--- src/rtl/roisac_pkg.sv ---
package roisac_pkg;

	// edge scaling precision
	localparam int RATIO_FRAC_BITS = 8;

	// field widths
	localparam int IN_W    = 14;
	localparam int OUT_W   = 17;
	localparam int RATIO_W = 10;
	localparam int LIM_W   = 13;
	localparam int STAT_W  = 2;
	localparam int IDX_W   = 3;

	localparam int IN_TDATA_W  = ((4 * IN_W + 7) / 8) * 8;
	localparam int OUT_TDATA_W = ((4 * OUT_W + STAT_W + 7) / 8) * 8;

	// internal arithmetic widths
	localparam int SPAN_W = IN_W + 1;
	localparam int PROD_W = SPAN_W + RATIO_W + 1;
	localparam int MID_W  = SPAN_W + RATIO_FRAC_BITS;
	localparam int SUM_W  = ((PROD_W > MID_W) ? PROD_W : MID_W) + 1;
	localparam int EDGE_W = SUM_W - RATIO_FRAC_BITS - 1;
	localparam int WORK_W = EDGE_W + 2;

	// register reset values
	localparam logic [RATIO_W-1:0] SCALE_RATIO_RST    = RATIO_W'(256);
	localparam logic [LIM_W-1:0]   FRAME_WIDTH_RST    = LIM_W'(1920);
	localparam logic [LIM_W-1:0]   FRAME_HEIGHT_RST   = LIM_W'(1080);
	localparam logic [LIM_W-1:0]   MIN_BOX_WIDTH_RST  = LIM_W'(16);
	localparam logic [LIM_W-1:0]   MAX_BOX_WIDTH_RST  = LIM_W'(784);
	localparam logic [LIM_W-1:0]   MIN_BOX_HEIGHT_RST = LIM_W'(16);
	localparam logic [LIM_W-1:0]   MAX_BOX_HEIGHT_RST = LIM_W'(784);

	typedef enum logic [IDX_W-1:0] {
		REG_SCALE_RATIO    = 3'd0,
		REG_FRAME_WIDTH    = 3'd1,
		REG_FRAME_HEIGHT   = 3'd2,
		REG_MIN_BOX_WIDTH  = 3'd3,
		REG_MAX_BOX_WIDTH  = 3'd4,
		REG_MIN_BOX_HEIGHT = 3'd5,
		REG_MAX_BOX_HEIGHT = 3'd6
	} reg_idx_t;

	typedef enum logic [STAT_W-1:0] {
		STAT_OK        = 2'd0,
		STAT_TOO_LARGE = 2'd1,
		STAT_TOO_SMALL = 2'd2,
		STAT_OUTSIDE   = 2'd3
	} status_t;

endpackage

--- src/rtl/roisac_span.sv ---
module roisac_span (
	input  logic signed [roisac_pkg::IN_W-1:0]    lo,
	input  logic signed [roisac_pkg::IN_W-1:0]    hi,
	input  logic        [roisac_pkg::RATIO_W-1:0] ratio,
	output logic signed [roisac_pkg::EDGE_W-1:0]  new_lo,
	output logic signed [roisac_pkg::EDGE_W-1:0]  new_hi
);
	import roisac_pkg::*;

	logic signed [SPAN_W-1:0] span_sum;
	logic signed [SPAN_W-1:0] span_dif;
	logic signed [PROD_W-1:0] half;
	logic signed [SUM_W-1:0]  mid;
	logic signed [SUM_W-1:0]  lo_fix;
	logic signed [SUM_W-1:0]  hi_fix;

	// center and half extent in 2^-(frac+1) pixel units
	assign span_sum = SPAN_W'(lo) + SPAN_W'(hi);
	assign span_dif = SPAN_W'(hi) - SPAN_W'(lo);
	assign half     = PROD_W'(span_dif) * $signed(PROD_W'({1'b0, ratio}));
	assign mid      = SUM_W'(span_sum) <<< RATIO_FRAC_BITS;
	assign lo_fix   = mid - SUM_W'(half);
	assign hi_fix   = mid + SUM_W'(half);

	// truncate toward zero: floor shift, plus one for negative inexact values
	function automatic logic signed [EDGE_W-1:0] trunc_edge(input logic signed [SUM_W-1:0] v);
		logic signed [EDGE_W-1:0] q;
		q = $signed(v[SUM_W-1:RATIO_FRAC_BITS+1]);
		if (v[SUM_W-1] && (v[RATIO_FRAC_BITS:0] != '0))
			q = q + EDGE_W'(1);
		return q;
	endfunction

	assign new_lo = trunc_edge(lo_fix);
	assign new_hi = trunc_edge(hi_fix);

endmodule

--- src/rtl/roi_scale_align_check.sv ---
// Box rescale and check: each box transfer on s_* gives exactly one result on m_*.
// The box is scaled about its center by scale_ratio, aligned (left/top even,
// right/bottom odd when non-negative), right/bottom clamped to the frame, then
// checked for size and placement. The block takes a box every cycle while
// s_tready is high. A box passes from the input register to the result register,
// and m_tvalid rises when the result register loads. While m_tready is low the
// result register holds, and the input register also holds once it is full, so
// at most two boxes wait inside. Configuration must be written on cfg_* while no
// box is in flight; the block itself does not enforce this. cfg_ready is always
// high.
module roi_scale_align_check (
	input  logic                                  clk,
	input  logic                                  arst_n,
	// box in
	input  logic                                  s_tvalid,
	output logic                                  s_tready,
	// [13:0] box_left, [27:14] box_top, [41:28] box_right, [55:42] box_bottom
	input  logic [roisac_pkg::IN_TDATA_W-1:0]     s_tdata,
	// result out
	output logic                                  m_tvalid,
	input  logic                                  m_tready,
	// [16:0] new_left, [33:17] new_top, [50:34] new_right, [67:51] new_bottom,
	// [69:68] status, [71:70] zero
	output logic [roisac_pkg::OUT_TDATA_W-1:0]    m_tdata,
	// configuration writes
	input  logic                                  cfg_valid,
	output logic                                  cfg_ready,
	input  logic [roisac_pkg::IDX_W-1:0]          cfg_index,
	input  logic [roisac_pkg::LIM_W-1:0]          cfg_data
);
	import roisac_pkg::*;

	logic [RATIO_W-1:0] scale_ratio_q;
	logic [LIM_W-1:0]   frame_width_q;
	logic [LIM_W-1:0]   frame_height_q;
	logic [LIM_W-1:0]   min_box_width_q;
	logic [LIM_W-1:0]   max_box_width_q;
	logic [LIM_W-1:0]   min_box_height_q;
	logic [LIM_W-1:0]   max_box_height_q;

	logic                    valid_s1;
	logic signed [IN_W-1:0]  left_s1;
	logic signed [IN_W-1:0]  top_s1;
	logic signed [IN_W-1:0]  right_s1;
	logic signed [IN_W-1:0]  bottom_s1;

	logic                    valid_s2;
	logic [OUT_W-1:0]        left_s2;
	logic [OUT_W-1:0]        top_s2;
	logic [OUT_W-1:0]        right_s2;
	logic [OUT_W-1:0]        bottom_s2;
	status_t                 status_s2;

	logic adv;

	// configuration register file
	assign cfg_ready = 1'b1;

	always_ff @(posedge clk or negedge arst_n) begin
		if (!arst_n) begin
			scale_ratio_q    <= SCALE_RATIO_RST;
			frame_width_q    <= FRAME_WIDTH_RST;
			frame_height_q   <= FRAME_HEIGHT_RST;
			min_box_width_q  <= MIN_BOX_WIDTH_RST;
			max_box_width_q  <= MAX_BOX_WIDTH_RST;
			min_box_height_q <= MIN_BOX_HEIGHT_RST;
			max_box_height_q <= MAX_BOX_HEIGHT_RST;
		end else if (cfg_valid) begin
			unique case (cfg_index)
				REG_SCALE_RATIO:    scale_ratio_q    <= cfg_data[RATIO_W-1:0];
				REG_FRAME_WIDTH:    frame_width_q    <= cfg_data;
				REG_FRAME_HEIGHT:   frame_height_q   <= cfg_data;
				REG_MIN_BOX_WIDTH:  min_box_width_q  <= cfg_data;
				REG_MAX_BOX_WIDTH:  max_box_width_q  <= cfg_data;
				REG_MIN_BOX_HEIGHT: min_box_height_q <= cfg_data;
				REG_MAX_BOX_HEIGHT: max_box_height_q <= cfg_data;
				default: ;
			endcase
		end
	end

	// pipeline flow control
	assign adv      = !valid_s2 || m_tready;
	assign s_tready = !valid_s1 || adv;

	always_ff @(posedge clk or negedge arst_n) begin
		if (!arst_n) begin
			valid_s1 <= 1'b0;
			valid_s2 <= 1'b0;
		end else begin
			if (s_tready)
				valid_s1 <= s_tvalid;
			if (adv)
				valid_s2 <= valid_s1;
		end
	end

	// input register
	always_ff @(posedge clk) begin
		if (s_tvalid && s_tready) begin
			left_s1   <= $signed(s_tdata[IN_W-1:0]);
			top_s1    <= $signed(s_tdata[2*IN_W-1:IN_W]);
			right_s1  <= $signed(s_tdata[3*IN_W-1:2*IN_W]);
			bottom_s1 <= $signed(s_tdata[4*IN_W-1:3*IN_W]);
		end
	end

	// left and top raised to zero
	logic signed [IN_W-1:0] left_c;
	logic signed [IN_W-1:0] top_c;

	assign left_c = left_s1[IN_W-1] ? '0 : left_s1;
	assign top_c  = top_s1[IN_W-1]  ? '0 : top_s1;

	logic signed [EDGE_W-1:0] nl_raw, nr_raw, nt_raw, nb_raw;

	roisac_span u_span_x (
		.lo     (left_c),
		.hi     (right_s1),
		.ratio  (scale_ratio_q),
		.new_lo (nl_raw),
		.new_hi (nr_raw)
	);

	roisac_span u_span_y (
		.lo     (top_c),
		.hi     (bottom_s1),
		.ratio  (scale_ratio_q),
		.new_lo (nt_raw),
		.new_hi (nb_raw)
	);

	// clamp to frame and align
	logic signed [WORK_W-1:0] fw_s, fh_s;
	logic signed [WORK_W-1:0] nr_clip, nb_clip;
	logic signed [WORK_W-1:0] nl, nt, nr, nb;

	assign fw_s    = $signed(WORK_W'(frame_width_q));
	assign fh_s    = $signed(WORK_W'(frame_height_q));
	assign nr_clip = (WORK_W'(nr_raw) > fw_s) ? fw_s : WORK_W'(nr_raw);
	assign nb_clip = (WORK_W'(nb_raw) > fh_s) ? fh_s : WORK_W'(nb_raw);

	assign nl = WORK_W'(nl_raw) + WORK_W'(nl_raw[0]);
	assign nt = WORK_W'(nt_raw) + WORK_W'(nt_raw[0]);
	assign nr = (nr_clip[0] && !nr_clip[WORK_W-1]) ? nr_clip : nr_clip - WORK_W'(1);
	assign nb = (nb_clip[0] && !nb_clip[WORK_W-1]) ? nb_clip : nb_clip - WORK_W'(1);

	// size and placement checks; a negative extent counts as huge
	logic signed [WORK_W:0] w_dif, h_dif;
	logic w_big, h_big, w_small, h_small, edge_ok;
	status_t status_c;

	assign w_dif   = (WORK_W+1)'(nr) - (WORK_W+1)'(nl);
	assign h_dif   = (WORK_W+1)'(nb) - (WORK_W+1)'(nt);
	assign w_big   = w_dif[WORK_W] || (w_dif > $signed((WORK_W+1)'(max_box_width_q)));
	assign h_big   = h_dif[WORK_W] || (h_dif > $signed((WORK_W+1)'(max_box_height_q)));
	assign w_small = !w_dif[WORK_W] && (w_dif < $signed((WORK_W+1)'(min_box_width_q)));
	assign h_small = !h_dif[WORK_W] && (h_dif < $signed((WORK_W+1)'(min_box_height_q)));
	assign edge_ok = !nl[WORK_W-1] && !nt[WORK_W-1] && (nr <= fw_s) && (nb <= fh_s);

	always_comb begin
		if (w_big || h_big)
			status_c = STAT_TOO_LARGE;
		else if (w_small || h_small)
			status_c = STAT_TOO_SMALL;
		else if (!edge_ok)
			status_c = STAT_OUTSIDE;
		else
			status_c = STAT_OK;
	end

	// result register
	always_ff @(posedge clk) begin
		if (adv && valid_s1) begin
			left_s2   <= nl[OUT_W-1:0];
			top_s2    <= nt[OUT_W-1:0];
			right_s2  <= nr[OUT_W-1:0];
			bottom_s2 <= nb[OUT_W-1:0];
			status_s2 <= status_c;
		end
	end

	assign m_tvalid = valid_s2;
	assign m_tdata  = OUT_TDATA_W'({status_s2, bottom_s2, right_s2, top_s2, left_s2});

endmodule
--- config.mk ---
export PLATFORM = sky130hd
export DESIGN_NAME = roi_scale_align_check
export DESIGN_NICKNAME = d
export VERILOG_FILES = /design/src/rtl/roisac_pkg.sv /design/src/rtl/roisac_span.sv /design/src/rtl/roi_scale_align_check.sv
export SDC_FILE = /design/constraint.sdc
export NUM_CORES = 1
export LEC_CHECK = 0
export BUFFER_PORTS_ARGS = -buffer_cell sky130_fd_sc_hd__buf_2
export CAP_MARGIN = 20
export CORE_ASPECT_RATIO = 0.6
export CORE_MARGIN = 10
export CORE_UTILIZATION = 60
export DETAILED_ROUTE_END_ITERATION = 7
export GPL_TIMING_DRIVEN = 0
export PLACE_DENSITY_LB_ADDON = 0.12
export SKIP_LAST_GASP = 1
export SYNTH_ARGS = -nofsm -noshare
export SYNTH_HDL_FRONTEND = slang
export SYNTH_SLANG_ARGS = --single-unit
--- constraint.sdc ---
create_clock -name clk -period 47.9 [get_ports clk]
set_clock_uncertainty 0.15 [all_clocks]
set_input_delay 4.79 -clock clk [delete_from_list [all_inputs] [get_ports clk]]
set_output_delay 4.79 -clock clk [all_outputs]
set_load 0.01 [all_outputs]
# After elaboration in Yosys (flattened, before gate mapping)
# Cells that the tools add are included.
# W data, S select, Z words.
dict set report op_classes {
  n_reduce_logical 39
  div 0
  n_addsub 18
  n_bitwise 0
  multipliers 2
  shifts 0
  n_eq_ne 6
  n_mux 12
  magnitude_cmp 8
}
# cell n
set op_table {}
lappend op_table {{$mux W20} 4}
lappend op_table {{$add A18 B2 Y18 const B} 4}
lappend op_table {{$mux W18} 4}
lappend op_table {{$add A23 B26 Y27} 2}
lappend op_table {{$sub A23 B26 Y27} 2}
lappend op_table {{$mul A15 B11 Y26} 2}
lappend op_table {{$gt A21 B14 Y1} 2}
lappend op_table {{$lt A21 B14 Y1} 2}
lappend op_table {{$sub A20 B19 Y21} 2}
lappend op_table {{$le A20 B14 Y1} 2}
lappend op_table {{$sub A20 B2 Y20 const B} 2}
lappend op_table {{$add A18 B2 Y19} 2}
lappend op_table {{$gt A18 B14 Y1} 2}
lappend op_table {{$reduce_bool A9 Y1} 4}
lappend op_table {{$add A14 B14 Y15} 2}
lappend op_table {{$sub A14 B14 Y15} 2}
lappend op_table {{$mux W13} 2}
lappend op_table {{$reduce_and A2 Y1} 7}
lappend op_table {{$logic_and A1 B1 Y1} 13}
lappend op_table {{$eq A3 B3 Y1 const B} 3}
lappend op_table {{$logic_not A1 Y1} 8}
lappend op_table {{$eq A3 B2 Y1 const B} 2}
lappend op_table {{$logic_or A1 B1 Y1} 6}
lappend op_table {{$mux W2} 2}
lappend op_table {{2 further kinds} 2}
dict set report totals {
  n_memories 0
  rom_bits 0
  ram_bits 0
  elab_cells 103
  input_bits 77
  latch_bits 0
  output_inout_bits 75
  regBits 216
}

# Depth between registers and ports, before layout
dict set report depth {
  word_depth 17
  mapped_depth 87
  depth_no_buf 83
}

# By module
# From an unflattened synthesis, not the netlist that was laid out.
dict set report unflattened {
  hier_cells 3880
  area_unflattened_um2 33629.8
}
# mod cells_each area_per_inst_um2 seq_area_each_um2 instances
set modules_own_cells {}
lappend modules_own_cells {roi_scale_align_check 1408 14092.3 5997.0 1}
lappend modules_own_cells {{roisac_span (u_span_x)} 1243 9799.4 0.0 1}
lappend modules_own_cells {{roisac_span (u_span_y)} 1229 9738.1 0.0 1}

# Worst setup path after synthesis
# OpenSTA, ideal clock, no wires.
dict set report synth_path {
  path_type {register to register}
  start {register left_s1[13]}
  end {register status_s2[0] (data pin)}
  required_ps 47471
  path_stages_with_launch 80
  period_less_slack_ps 17375
  slack_ps 30525
  arrival_ps 16946
  n_path_buf 3
  setup_ps 279
  cell_sequence {edfxtp_1 clkbuf_1 nor2b_1 ha_1 fa_1 nor2b_1 o21ai_0 nand2b_1 a21o_1 a21o_1 a21o_1 a21o_1 xor2_1 nand2_1 fa_1 fa_1 inv_1 fa_1 (+44 left out) a21o_1 a21o_1 a21o_1 a21o_1 and3_1 a211o_1 maj3_1 inv_1 a21oi_1 xnor2_1 ha_1 nand2_1 nor4_1 o21ai_0 nor3_1 or4b_1 a2111oi_2 nand4_1}
}
dict set report synth_via {
  elab_chain_cells 17
  elab_cells_between_ends 36
  cone_classes {9 x add/sub; 1 x mul; 4 x order compare; 7 x mux; 15 x reduce/logical}
}
# item line_no
set synth_rtl {}
lappend synth_rtl {{start, declared} roi_scale_align_check.sv:42} ;# logic signed [IN_W-1:0] left_s1;
lappend synth_rtl {{start signal, assigned} roi_scale_align_check.sv:101} ;# left_s1 <= $signed(s_tdata[IN_W-1:0]);
lappend synth_rtl {{$mux W13 (*)} roi_scale_align_check.sv:112} ;# assign left_c = left_s1[IN_W-1] ? '0 : left_s1;
lappend synth_rtl {{$sub A14 B14 Y15} roisac_span.sv:19} ;# assign span_dif = SPAN_W'(hi) - SPAN_W'(lo);
lappend synth_rtl {{$mul A15 B11 Y26} roisac_span.sv:20} ;# assign half = PROD_W'(span_dif) * $signed(PROD_W'({1'b0, ratio}));
lappend synth_rtl {{$add A23 B26 Y27 (*)} roisac_span.sv:23} ;# assign hi_fix = mid + SUM_W'(half);
lappend synth_rtl {{branches (longest 2 deep; another with $add A18 B2 Y18)} -}
lappend synth_rtl {{$mux W18 (*)} roisac_span.sv:29} ;# if (v[SUM_W-1] && (v[RATIO_FRAC_BITS:0] != '0))
lappend synth_rtl {{$gt A18 B14 Y1} roi_scale_align_check.sv:140} ;# assign nr_clip = (WORK_W'(nr_raw) > fw_s) ? fw_s : WORK_W'(nr_raw);
lappend synth_rtl {{$mux W20 (*)} roi_scale_align_check.sv:140}
lappend synth_rtl {{branches (longest 2 deep; another with $sub A20 B2 Y20)} -}
lappend synth_rtl {{$mux W20 (*)} roi_scale_align_check.sv:145} ;# assign nr = (nr_clip[0] && !nr_clip[WORK_W-1]) ? nr_clip : nr_clip - WORK_W'(1);
lappend synth_rtl {{net nr[2]} roi_scale_align_check.sv:136} ;# logic signed [WORK_W-1:0] nl, nt, nr, nb;
lappend synth_rtl {{$sub A20 B19 Y21 / $le A20 B14 Y1 (equally long branches)} {roi_scale_align_check.sv:153, roi_scale_align_check.sv:159}}
lappend synth_rtl {{$lt A21 B14 Y1 (tied with other cells)} roi_scale_align_check.sv:157} ;# assign w_small = !w_dif[WORK_W] && (w_dif < $signed((WORK_W+1)'(min_box_width_q)));
lappend synth_rtl {{$logic_and A1 B1 Y1 (on tied branches)} {roi_scale_align_check.sv:157, roi_scale_align_check.sv:159}}
lappend synth_rtl {{$logic_or A1 B1 Y1 / $mux W2 (equally long branches)} {roi_scale_align_check.sv:164, roi_scale_align_check.sv:166}}
lappend synth_rtl {{$mux W2} roi_scale_align_check.sv:164} ;# else if (w_small || h_small)
lappend synth_rtl {{end signal, assigned} roi_scale_align_check.sv:179} ;# status_s2 <= status_c;
lappend synth_rtl {{end, declared} roi_scale_align_check.sv:52} ;# status_t status_s2;
# Mark *: on every way through the listed nets, which the timed path passes.
# A chain may end at the register's enable or synchronous reset.

# Final worst setup path
# Same ends and word-level chain as after synthesis.

==> summary.txt <==
Run status
  • Status: completed

Hold path
  • Hold_sp: min_box_height_q[0]$_DFFE_PN0P_
  • Hold Crit Class: flip-flop to flip-flop

Yosys
  • Avg Cell Area, Syn: 8.54 sq um
  • Count leader, synth: inv_1
  • Synth cell count leaders: 619 x inv_1, 391 x ha_1, 336 x nand2_1
  • Synth Instances: 3987
  • Dominant cell type by area after synthesis: fa_1
  • Post-synth EDFFs: 124
  • Mapped cell area: 0.0340 sq mm
  • Sequential share of the synthesized area: 17.6%
  • Synth Register Bits: 214
  • Async S/R FF share, synth: 42.1%
  • Synth area leaders: fa_1 16%, ha_1 14%, edfxtp_1 11%
  • Library cells used by synthesis: 103
  • Top FF cell, synth: edfxtp_1
  • Yosys warns: 0
  • Proportion of netlist area held by the largest area contributor: between 10% and 20%

GRT
  • GRT Overall Usage: 28.6%
  • Pin count of the biggest net entering global routing: 69
  • Vias in the first global route: between 20k and 30k
  • Global-route wire length before repair: 154 mm
  • Grt ovf: 0
  • Initial antenna violation count: 4

STA
  • Tmin final: ~22000 ps
  • Final slew viol count: 0
  • Slew margin rel.: 18.0%
  • RSZ-0062 raised after global routing: false
  • Max Clock Freq: 45.5 MHz
  • Period utilization: 45.9%
  • Endpoints failing hold: 0
  • Final setup fails: 0
  • Setup TNS Final: 0 ps
  • Worst-margin pin slew: 1230 ps
  • Min Hold Slack: 355 ps

Placement
  • DP Area: 0.0358 sq mm
  • Final Wtd Congestion: 1.01
  • Buffers on Ports: ~140
  • Post-DP HPWL: 81.2 mm

Route
  • Post-Route WL: 97.5 mm
  • Final antenna-violating net count: 0
  • Wirelength per Cell: approximately 20 microns
  • Mean number of vias per cell: 5.93
  • DR vias: slightly below 30k
  • DR pass1 iterations: 6
  • Remaining DRCs: 0
  • DR iter-0 viols: 3033

CTS
  • Postcts setup bufs: 0
  • Clock Latency Late Sink: 600 ps
  • Root buffer cell: clkbuf_16
  • TritonCTS clock tree: done
  • Clock Sinks: 214
  • Longest Clk Path Bufs: 3
  • Hold_buf cts: 0
  • CTS resizes: 0
  • Clock slew at reported path FFs: 70 ps
  • H-tree depth: 1
  • CTS buffer count: 24

Die
  • Initial Util: 60.8%
  • Row cnt: 67
  • Area of the die: around 0.067 sq mm
  • Io pins: 152
  • Die Y-Extent: 205 microns
  • Die W: 328 microns
  • Core area: 0.0560 sq mm

Critical path
  • Crit. End Element: flip-flop
  • Critical Path Start: left_s1[13]$_DFFE_PP_
  • RR Startpoint: left_s1[13]$_DFFE_PP_
  • CP most frequent cell: o21ai_0
  • Delay of the slowest critical-path stage: 840 ps
  • CP Data Arrival Time: approximately 22000 ps
  • Slowest-stage cell, CP: xor2_1
  • Worst-path maximum fanout: 10
  • CP Data Required Time: 48050 ps
  • Critical path type: flip-flop to flip-flop
  • Startpoint Class: flip-flop

Job
  • Number of max-cap violations: 0

Cells and area
  • Fin nets: 4917
  • Utilization after layout: 65.4%
  • Layout cells sized above 1: 7.98%
  • Final instance area: 0.0366 sq mm
  • P&R area growth vs syn: 7.61%
## final cells by class
type	instances	area, sq um
Antenna cell	6	15.0
Buffer	109	452
Clock buffer	35	694
Clock inverter	9	98.8
Fill cell	4915	19400
Inverter	621	2330
Multi-Input combinational cell	3046	25300
Sequential cell	214	6000
Tap cell	759	950
Timing Repair Buffer	153	818
## layout by cell type (no fill, tap or decap), types with 25 or more instances in the layout
| cell type | instances |
|---|---|
| nand3_1 | 78 |
| nand2b_1 | 90 |
| dfrtp_1 | 73 |
| nor2_1 | 226 |
| nor2b_1 | 75 |
| a21oi_1 | 179 |
| buf_2 | 153 |
| ha_1 | 391 |
| a211oi_1 | 34 |
| a21o_1 | 60 |
| xnor2_1 | 179 |
| o21bai_1 | 29 |
| clkbuf_16 | 25 |
| xor2_1 | 105 |
| clkbuf_1 | 96 |
| and2_1 | 145 |
| inv_1 | 619 |
| o21ai_0 | 188 |
| nand2_1 | 336 |
| o211ai_1 | 27 |
| edfxtp_1 | 124 |
| mux2_2 | 54 |
| nand4_1 | 42 |
| fa_1 | 280 |
| nor4_1 | 36 |
| a21boi_0 | 25 |
| nor3_1 | 70 |
| and3_1 | 35 |
## metal layers
layer / share of wire, % / global-route usage (%) / vias up
met5: 0 / 0 / -
met4: 1.6 / 4.88 / 0
met3: 13 / 9.23 / 98
met2: 39 / 39.3 / 1348
met1: 46 / 43.4 / 14100
li1: - / - / 13800
## sequential cells by signal (all words and copies together) (netlist names), 13 cells and up
name	flops
bottom_s2	17
right_s2	17
left_s2	16
top_s2	16
bottom_s1	14
left_s1	14
right_s1	14
top_s1	14
frame_height_q	13
frame_width_q	13
max_box_height_q	13
max_box_width_q	13
min_box_height_q	13
min_box_width_q	13
## critical path: cells and delay by family (launching register included)
family | cells | cell delay [ps]
flip-flops | 1 | 430
adder cells (fa/ha/maj) | 14 | 5350
AND/OR/NAND/NOR | 18 | 4750
buffers and inverters | 7 | 950
AO/OA/AOI/OAI | 35 | 7550
XOR/XNOR | 5 | 2440
## stage by stage
step                std cells  setup slack, ps
finish                   4952            25920
global route             4950            24460
CTS                      4944            26380
detailed placement       4900            26500
global placement         4893            26700
floorplan                3990            30530
## cell families (layout without fill, tap and decap cells)
kind of cell / count (synthesis) / after routing / share of synthesized area (%)
AO/OA/AOI/OAI: 756 / 756 / 14.7
XOR/XNOR: 286 / 286 / 7.40
adder cells (fa/ha/maj): 679 / 679 / 31.1
buffers and inverters: 730 / 927 / 8.17
flip-flops: 214 / 214 / 17.6
multiplexers: 70 / 70 / 2.27
other: 2 / 11 / 0.0221
AND/OR/NAND/NOR: 1250 / 1250 / 18.7
## path summary, 6_finish.rpt
path	endpoint	slack, ps	depth (start not counted)
hold / removal	min_box_height_q[0]$_DFFE_PN0P_	360	1
setup / recovery	status_s2[0]$_SDFFCE_PP1P_	25920	79
hold reg to reg	min_box_height_q[0]$_DFFE_PN0P_	360	1
setup reg to reg	status_s2[0]$_SDFFCE_PP1P_	25920	79
min in group asynchronous	max_box_height_q[3]$_DFFE_PN0P_	4080	1
max in group asynchronous	frame_width_q[7]$_DFFE_PN1P_	42800	2
Power is left out: the tool's default activity adds up to more than one toggle a clock period on the data nets, which glitch-free logic cannot reach.
